File: src/rtl/sorted_list_insert_remove_max_assert.svh
// Assertion macros for the sorted list block
// Relies on clk and rst_n being in scope where a macro is used
`ifndef SORTED_LIST_INSERT_REMOVE_MAX_ASSERT_SVH
`define SORTED_LIST_INSERT_REMOVE_MAX_ASSERT_SVH
`ifndef SYNTHESIS
// antecedent implies consequent in the same cycle
`define SLIRM_ASSERT_SAME(label, ante, cons, msg) \
    label: assert property (@(posedge clk) disable iff (!rst_n) (ante) |-> (cons)) \
        else $error(msg);
// antecedent implies consequent in the following cycle
`define SLIRM_ASSERT_NEXT(label, ante, cons, msg) \
    label: assert property (@(posedge clk) disable iff (!rst_n) (ante) |=> (cons)) \
        else $error(msg);
`else
`define SLIRM_ASSERT_SAME(label, ante, cons, msg)
`define SLIRM_ASSERT_NEXT(label, ante, cons, msg)
`endif
`endif

File: src/rtl/slirm_pkg.sv
// Types and constants shared by the sorted list cells and top level
// No dependencies
`default_nettype none
package slirm_pkg;
    localparam int VALUE_W = 32;
    localparam int COUNT_W = 5;

    typedef enum logic {
        ACT_INSERT = 1'b0,
        ACT_REMOVE = 1'b1
    } action_t;

    typedef enum logic [1:0] {
        ST_DONE  = 2'd0,
        ST_EMPTY = 2'd1,
        ST_FULL  = 2'd2
    } status_t;

    typedef struct packed {
        action_t                     action;
        logic signed [VALUE_W-1:0]   value;
    } item_t;

    typedef struct packed {
        logic signed [VALUE_W-1:0]   removed_value;
        status_t                     status;
        logic [COUNT_W-1:0]          entry_count;
        logic                        is_empty;
    } result_t;

    // per-cycle command broadcast to every cell
    typedef struct packed {
        logic                        ins;
        logic                        rem;
        logic signed [VALUE_W-1:0]   value;
    } cmd_t;
endpackage
`default_nettype wire

File: src/rtl/slirm_cell.sv
// One cell of the sorted chain: holds one entry, largest value in cell 0
// Depends on slirm_pkg
`default_nettype none
module slirm_cell #(
    parameter int CNT_W = 5,
    parameter int INDEX = 0
) (
    input  wire logic                                 clk,
    input  wire slirm_pkg::cmd_t                      cmd,
    input  wire logic [CNT_W-1:0]                     count,
    input  wire logic signed [slirm_pkg::VALUE_W-1:0] left_entry,
    input  wire logic                                 left_shift,
    input  wire logic signed [slirm_pkg::VALUE_W-1:0] right_entry,
    output logic signed [slirm_pkg::VALUE_W-1:0]      entry,
    output logic                                      shift
);
    import slirm_pkg::*;

    logic signed [VALUE_W-1:0] entry_reg;
    logic signed [VALUE_W-1:0] entry_next;
    logic                      occupied;
    logic                      tail;

    // position of this cell against the fill level
    assign occupied = count > CNT_W'(INDEX);
    assign tail     = count == CNT_W'(INDEX);

    // entries are kept descending, so a smaller entry moves one place down
    assign shift = occupied && (entry_reg < cmd.value);

    // insert takes the neighbor's entry or the new value, remove pulls from the right
    always_comb
    begin
        entry_next = entry_reg;
        if (cmd.ins && (shift || tail))
        begin
            entry_next = left_shift ? left_entry : cmd.value;
        end
        else if (cmd.rem)
        begin
            entry_next = right_entry;
        end
    end

    always_ff @(posedge clk)
    begin
        entry_reg <= entry_next;
    end

    assign entry = entry_reg;
endmodule
`default_nettype wire

File: src/rtl/sorted_list_insert_remove_max.sv
// Sorted store of signed values with insert and remove-largest
// A row of slirm_cell instances holds the entries; depends on slirm_pkg
// and sorted_list_insert_remove_max_assert.svh
//
// Usage: an item transaction (item, item_valid, item_stall) carries an
// action and a value. Each accepted item yields exactly one result
// transaction (result, result_valid, result_stall) with the removed value,
// status, count after the item and an empty flag.
// Latency: the result is valid the cycle after the item is accepted.
// Throughput: one item per cycle while no result is held back; every cell compares its entry with the
// new value and shifts in that same cycle, so the chain never iterates.
// Entries are held largest first, so a remove always reads cell 0.
// A full store rejects inserts with status full; an empty store answers
// a remove with status empty and a zero value.
// Stall: while a result waits under result_stall, item_stall is raised and
// no new item is taken; the result register holds its value.
// Reset: the count and the result valid clear; cell contents are unknown
// until written and are never read before that.
`default_nettype none
`include "sorted_list_insert_remove_max_assert.svh"
module sorted_list_insert_remove_max #(
    parameter int CAPACITY = 16
) (
    input  wire logic              clk,
    input  wire logic              rst_n,
    input  wire slirm_pkg::item_t  item,
    input  wire logic              item_valid,
    output logic                   item_stall,
    output slirm_pkg::result_t     result,
    output logic                   result_valid,
    input  wire logic              result_stall
);
    import slirm_pkg::*;

    localparam int CNT_W = $clog2(CAPACITY + 1);
    localparam logic [CNT_W-1:0] CAP_CNT = CNT_W'(CAPACITY);

    logic [CNT_W-1:0]  count_reg;
    logic [CNT_W-1:0]  count_next;
    logic              result_valid_reg;
    logic              result_valid_next;
    result_t           result_reg;
    result_t           result_next;
    logic              accept;
    logic              full;
    logic              empty;
    cmd_t              cmd;

    logic signed [VALUE_W-1:0] entry_w [CAPACITY];
    logic                      shift_w [CAPACITY];

    // handshake: take an item unless a finished result is held back
    assign item_stall = result_valid_reg && result_stall;
    assign accept     = item_valid && !item_stall;
    assign full       = count_reg == CAP_CNT;
    assign empty      = count_reg == '0;

    // command broadcast to the cells
    always_comb
    begin
        cmd.ins   = accept && (item.action == ACT_INSERT) && !full;
        cmd.rem   = accept && (item.action == ACT_REMOVE) && !empty;
        cmd.value = item.value;
    end

    // chain of cells, neighbor links at both ends tied off
    for (genvar i = 0; i < CAPACITY; i++)
    begin : g_cell
        logic signed [VALUE_W-1:0] left_entry;
        logic                      left_shift;
        logic signed [VALUE_W-1:0] right_entry;

        if (i == 0)
        begin : g_first
            assign left_entry = '0;
            assign left_shift = 1'b0;
        end
        else
        begin : g_mid
            assign left_entry = entry_w[i-1];
            assign left_shift = shift_w[i-1];
        end

        if (i == CAPACITY - 1)
        begin : g_last
            assign right_entry = '0;
        end
        else
        begin : g_inner
            assign right_entry = entry_w[i+1];
        end

        slirm_cell #(
            .CNT_W (CNT_W),
            .INDEX (i)
        ) u_cell (
            .clk         (clk),
            .cmd         (cmd),
            .count       (count_reg),
            .left_entry  (left_entry),
            .left_shift  (left_shift),
            .right_entry (right_entry),
            .entry       (entry_w[i]),
            .shift       (shift_w[i])
        );
    end

    // fill count and result build
    always_comb
    begin
        count_next = count_reg;
        if (cmd.ins)
        begin
            count_next = count_reg + 1'b1;
        end
        else if (cmd.rem)
        begin
            count_next = count_reg - 1'b1;
        end

        result_next               = result_reg;
        result_next.removed_value = cmd.rem ? entry_w[0] : '0;
        result_next.status        = ST_DONE;
        if (accept && (item.action == ACT_INSERT) && full)
        begin
            result_next.status = ST_FULL;
        end
        else if (accept && (item.action == ACT_REMOVE) && empty)
        begin
            result_next.status = ST_EMPTY;
        end
        result_next.entry_count = COUNT_W'(count_next);
        result_next.is_empty    = count_next == '0;

        result_valid_next = result_valid_reg && result_stall;
        if (accept)
        begin
            result_valid_next = 1'b1;
        end
    end

    // control state
    always_ff @(posedge clk or negedge rst_n)
    begin
        if (!rst_n)
        begin
            count_reg        <= '0;
            result_valid_reg <= 1'b0;
        end
        else
        begin
            count_reg        <= count_next;
            result_valid_reg <= result_valid_next;
        end
    end

    // result payload
    always_ff @(posedge clk)
    begin
        if (accept)
        begin
            result_reg <= result_next;
        end
    end

    assign result       = result_reg;
    assign result_valid = result_valid_reg;

    // checks
    `SLIRM_ASSERT_SAME(a_count_bound, 1'b1, count_reg <= CAP_CNT, "count above capacity")
    `SLIRM_ASSERT_SAME(a_empty_flag, result_valid_reg, result_reg.is_empty == (count_reg == '0), "empty flag disagrees with count")
    `SLIRM_ASSERT_NEXT(a_remove_empty, accept && item.action == ACT_REMOVE && empty, result_reg.status == ST_EMPTY && $stable(count_reg), "remove on empty not flagged")
    `SLIRM_ASSERT_NEXT(a_insert_full, accept && item.action == ACT_INSERT && full, result_reg.status == ST_FULL && $stable(count_reg), "insert on full not rejected")
endmodule
`default_nettype wire

File: config.mk
export PLATFORM = sky130hd
export DESIGN_NAME = sorted_list_insert_remove_max
export DESIGN_NICKNAME = d
export VERILOG_FILES = /design/src/rtl/slirm_pkg.sv /design/src/rtl/slirm_cell.sv /design/src/rtl/sorted_list_insert_remove_max.sv
export VERILOG_INCLUDE_DIRS = /design/src /design/src/rtl
export SDC_FILE = /design/constraint.sdc
export NUM_CORES = 2
export LEC_CHECK = 0
export BUFFER_PORTS_ARGS = -buffer_cell sky130_fd_sc_hd__buf_2
export CELL_PAD_IN_SITES_DETAIL_PLACEMENT = 0
export CELL_PAD_IN_SITES_GLOBAL_PLACEMENT = 1
export CORE_ASPECT_RATIO = 0.5
export CORE_MARGIN = 3
export CORE_UTILIZATION = 52
export CTS_CLUSTER_SIZE = 30
export DETAILED_ROUTE_END_ITERATION = 6
export GPL_TIMING_DRIVEN = 0
export PLACE_DENSITY = 0.77
export SYNTH_ARGS = -nofsm -noshare
export SYNTH_HDL_FRONTEND = slang
export SYNTH_SLANG_ARGS = --single-unit
File: constraint.sdc
create_clock -name clk -period 4.5 [get_ports clk]
set_clock_uncertainty 0.05 [all_clocks]
set_input_delay 0.9 -clock clk [delete_from_list [all_inputs] [get_ports clk]]
set_output_delay 0.9 -clock clk [all_outputs]
set_load 0.01 [all_outputs]
==> metrics <==
placed cell areas=44300 um2; Top delay family on crit path=buffers and inverters; first-pass GRT wire length=230000 um; most frequent cells after synthesis=edfxtp_1, ha_1, mux2_2; Longest Clk Path Bufs=3; Leak Pwr=19.0 nW; Worst setup SP type=primary input; min setup slack post-route=-0.0383 ns; vias per cell=6.81; Initial Util=52.9%; Post-Synthesis Cell Area=42400 um2; root buf cell=clkbuf_16; relative slew slack=18.9%; WL/cell=30.6 um; Synth warnings=0; Detail Placement HPWL=119000 um; Crit path largest cell delay=0.45 ns; critical path arrival=4.87 ns; critical path fanouts, max=10; post-synth top area share=39.1%; Net Switching=0.00931 W; gr ovfl total=0; Hold Violations, Final=0; DRT Pass-1 Iters=6; # IOs=79; Die ar.=85100 um2; Final #Nets=4661; Slew Viols, Final=0; P_int=0.0135 W; Syn Inst Count=3874; largest net degree at the start of global routing=39; final instance area=48100 um2; part of the cycle the worst path needs=101%; crit path from=item[31]; Crit Path Class=primary input to flop; Reg clk slew, reported paths=0.07 ns; FF+latch count, synth=558; Worst Hold Class=primary input to asynchronous set/reset pin; clock sink count=558; RD Place Congestion=0.973; via count=35.8k; Chip Width=410 um; Starting DRT DRC Count=4615; CTS Buf Count=56; unrepaired setup endpoints after global routing=true; Reg area=16700 um2; CP required=4.84 ns; share of cells above drive strength 1=23.3%; worst skew pair latency=0.67 ns; # placed instances=5046; Core Area=80000 um2; switch share=40.9%; DR DRC count=0; number of buffers and inverters on the critical path=5; htree depth=2; sequential cell area fraction in the yosys report=39.5%; top_reg_cell synth=edfxtp_1; area delta synth->final=13.7%; PD cells=473 nW/um2; FFs w/ async S/R, synth=1.08%; fillers=6754; Syn Area/Cell=10.9 um2; Die H=208 um; Min Clock Period, post-route=4.54 ns; DRT Wirelength=161000 um; post-synth net total=4412; Worst path slowest cell=nor3_2; max reg flops=512; # Max-Cap Violations=0; cells along the critical path=clkbuf_4, clkinvlp_4, buf_12, ha_1, nand4_1, nor3_2, nand4_1, a31o_2, clkbuf_1, a21bo_2, clkbuf_1, a41o_1, mux2_2; overall routing resource usage=36.4%; Reg2Reg Launch Point=count_reg[2]; final std cells w/o fill=5258; clock power share=21.9%; Post-synth EDFFs=552; CTS tree=built; pre-CTS WS=-3.30 ns; antenna-violating nets left=0; synth unique cells=77; Final setup viols=11; Max VDD drop=351 uV; kind of end point of the critical path=flop; number of global-route vias before repair=33.6k; Synth area leaders=edfxtp_1, ha_1, mux2_2, a21oi_1, mux2i_1; Max Freq=220 MHz; Std-Cell Rows=73; area leader, netlist=edfxtp_1; most common cell in the netlist=edfxtp_1; Combinational Power Share=44.8%; initial antenna violation count=4; Total Negative Setup Slacks=-0.193 ns; measured slew at the worst slew-check pin=1.21 ns; failing checks=setup timing; port bufs=78; Multi-input gate area=24900 um2; status=finished, violations left; Hold-fix buffers, CTS=0; sequential fraction of design power=33.4%
## cell families (layout without fill, tap and decap cells)
group | count (synthesis) | after routing | share of synthesized area (%)
AO/OA/AOI/OAI | 1026 | 1026 | 16.0
multiplexers | 646 | 646 | 17.0
adder cells (fa/ha/maj) | 501 | 501 | 14.8
buffers and inverters | 377 | 666 | 3.52
flip-flops | 558 | 558 | 39.5
XOR/XNOR | 3 | 3 | 0.0620
other | 0 | 2 | 0
AND/OR/NAND/NOR | 763 | 769 | 9.18
## power groups by stage
stage | clock, W | sequential, W | combinational (W)
floorplan | 0 | 0.00740 | 0.00633
global placement | 0 | 0.00770 | 0.00884
detailed placement | 0 | 0.00768 | 0.00912
CTS | 0.00497 | 0.00757 | 0.00957
global route | 0.00516 | 0.00766 | 0.0108
finish | 0.00497 | 0.00760 | 0.0102
## worst register-to-register path, delay by kind of cell, from the launching register on
| kind | cells | cell delay, ns |
|---|---|---|
| AOI/OAI and AO/OA | 1 | 0.35 |
| and+or+nand+nor | 4 | 1.31 |
| DFF | 1 | 0.33 |
| buffers and inverters | 4 | 2.04 |
## metrics by stage
| step | total power (W) | util [%] | hold WS [ns] |
|---|---|---|---|
| global route | 0.0236 | 60.2 | 0.0376 |
| finish | 0.0228 | 60.2 | 0.0612 |
| floorplan | 0.0137 | - | 0.489 |
| CTS | 0.0221 | 59.5 | 0.0289 |
| detailed placement | 0.0168 | 55.4 | 0.510 |
| global placement | 0.0165 | 55.1 | 0.504 |
## repair_timing
item / CTS / global route
hold endpoints to repair: 0 / 0
cloned: 36 / 1
endpoints found under the setup margin: 1023 / 912
pin swaps: 4 / 10
gates resized for setup: 170 / 91
setup buffers: 56 / 19
## area by class of cell
cell class	instances	area share [%]
diodes	2	0.0104
inverters	112	1.12
repair inverters	31	0.483
flip-flops and latches	558	34.7
clock inverters	34	0.652
plain buffers	259	2.35
multi-input cells	2945	51.7
well taps	1087	2.83
clock buffers	70	3.06
repair buffers	160	3.05
## worst paths after layout
kind | slack [ns] | depth (start not counted) | to
worst max-delay path | -0.04 | 13 | g_cell[6].u_cell.entry[24]
min in group clk | 0.41 | 2 | result_valid
max in group asynchronous | 4.12 | 1 | count_reg[4]
worst min register to register | 0.54 | 1 | g_cell[14].u_cell.entry[0]
worst min-delay path | 0.06 | 1 | result_valid
worst max register to register | 0.05 | 9 | g_cell[7].u_cell.entry[4]
## cells in the final DEF, fill, tap and decap left out, drive strengths merged, types with 16 or more instances in the layout
| master | Yosys | layout |
|---|---|---|
| clkinv | 0 | 25 |
| a21oi | 369 | 369 |
| nor3 | 56 | 56 |
| ha | 501 | 501 |
| nand3 | 63 | 63 |
| o21a | 16 | 16 |
| a2bb2oi | 31 | 31 |
| and2 | 40 | 40 |
| a21o | 105 | 105 |
| o221ai | 37 | 37 |
| nand4 | 78 | 78 |
| a311oi | 33 | 33 |
| edfxtp | 552 | 552 |
| o22ai | 34 | 34 |
| clkbuf | 208 | 276 |
| buf | 57 | 213 |
| nand2b | 32 | 38 |
| mux2i | 162 | 162 |
| nand3b | 36 | 36 |
| inv | 112 | 84 |
| o21ai | 108 | 108 |
| a211oi | 50 | 50 |
| nand2 | 157 | 157 |
| a41o | 34 | 34 |
| o211ai | 40 | 40 |
| nor2 | 175 | 175 |
| a31oi | 76 | 76 |
| clkinvlp | 0 | 62 |
| mux2 | 484 | 484 |
| and3 | 70 | 70 |
| o32ai | 31 | 31 |
## metal layers
layer | up-vias | GRT usage (%) | share of wire [%] | routed length (um)
met4 | 0 | 5.88 | 1.5 | 2470
li1 | 15800 | - | - | -
met1 | 17800 | 58.2 | 47 | 75800
met3 | 158 | 14.2 | 15 | 23500
met2 | 2129 | 45.5 | 37 | 59100
met5 | - | 0 | 0 | 0
Note: power is estimated with default switching activity, not from simulation.
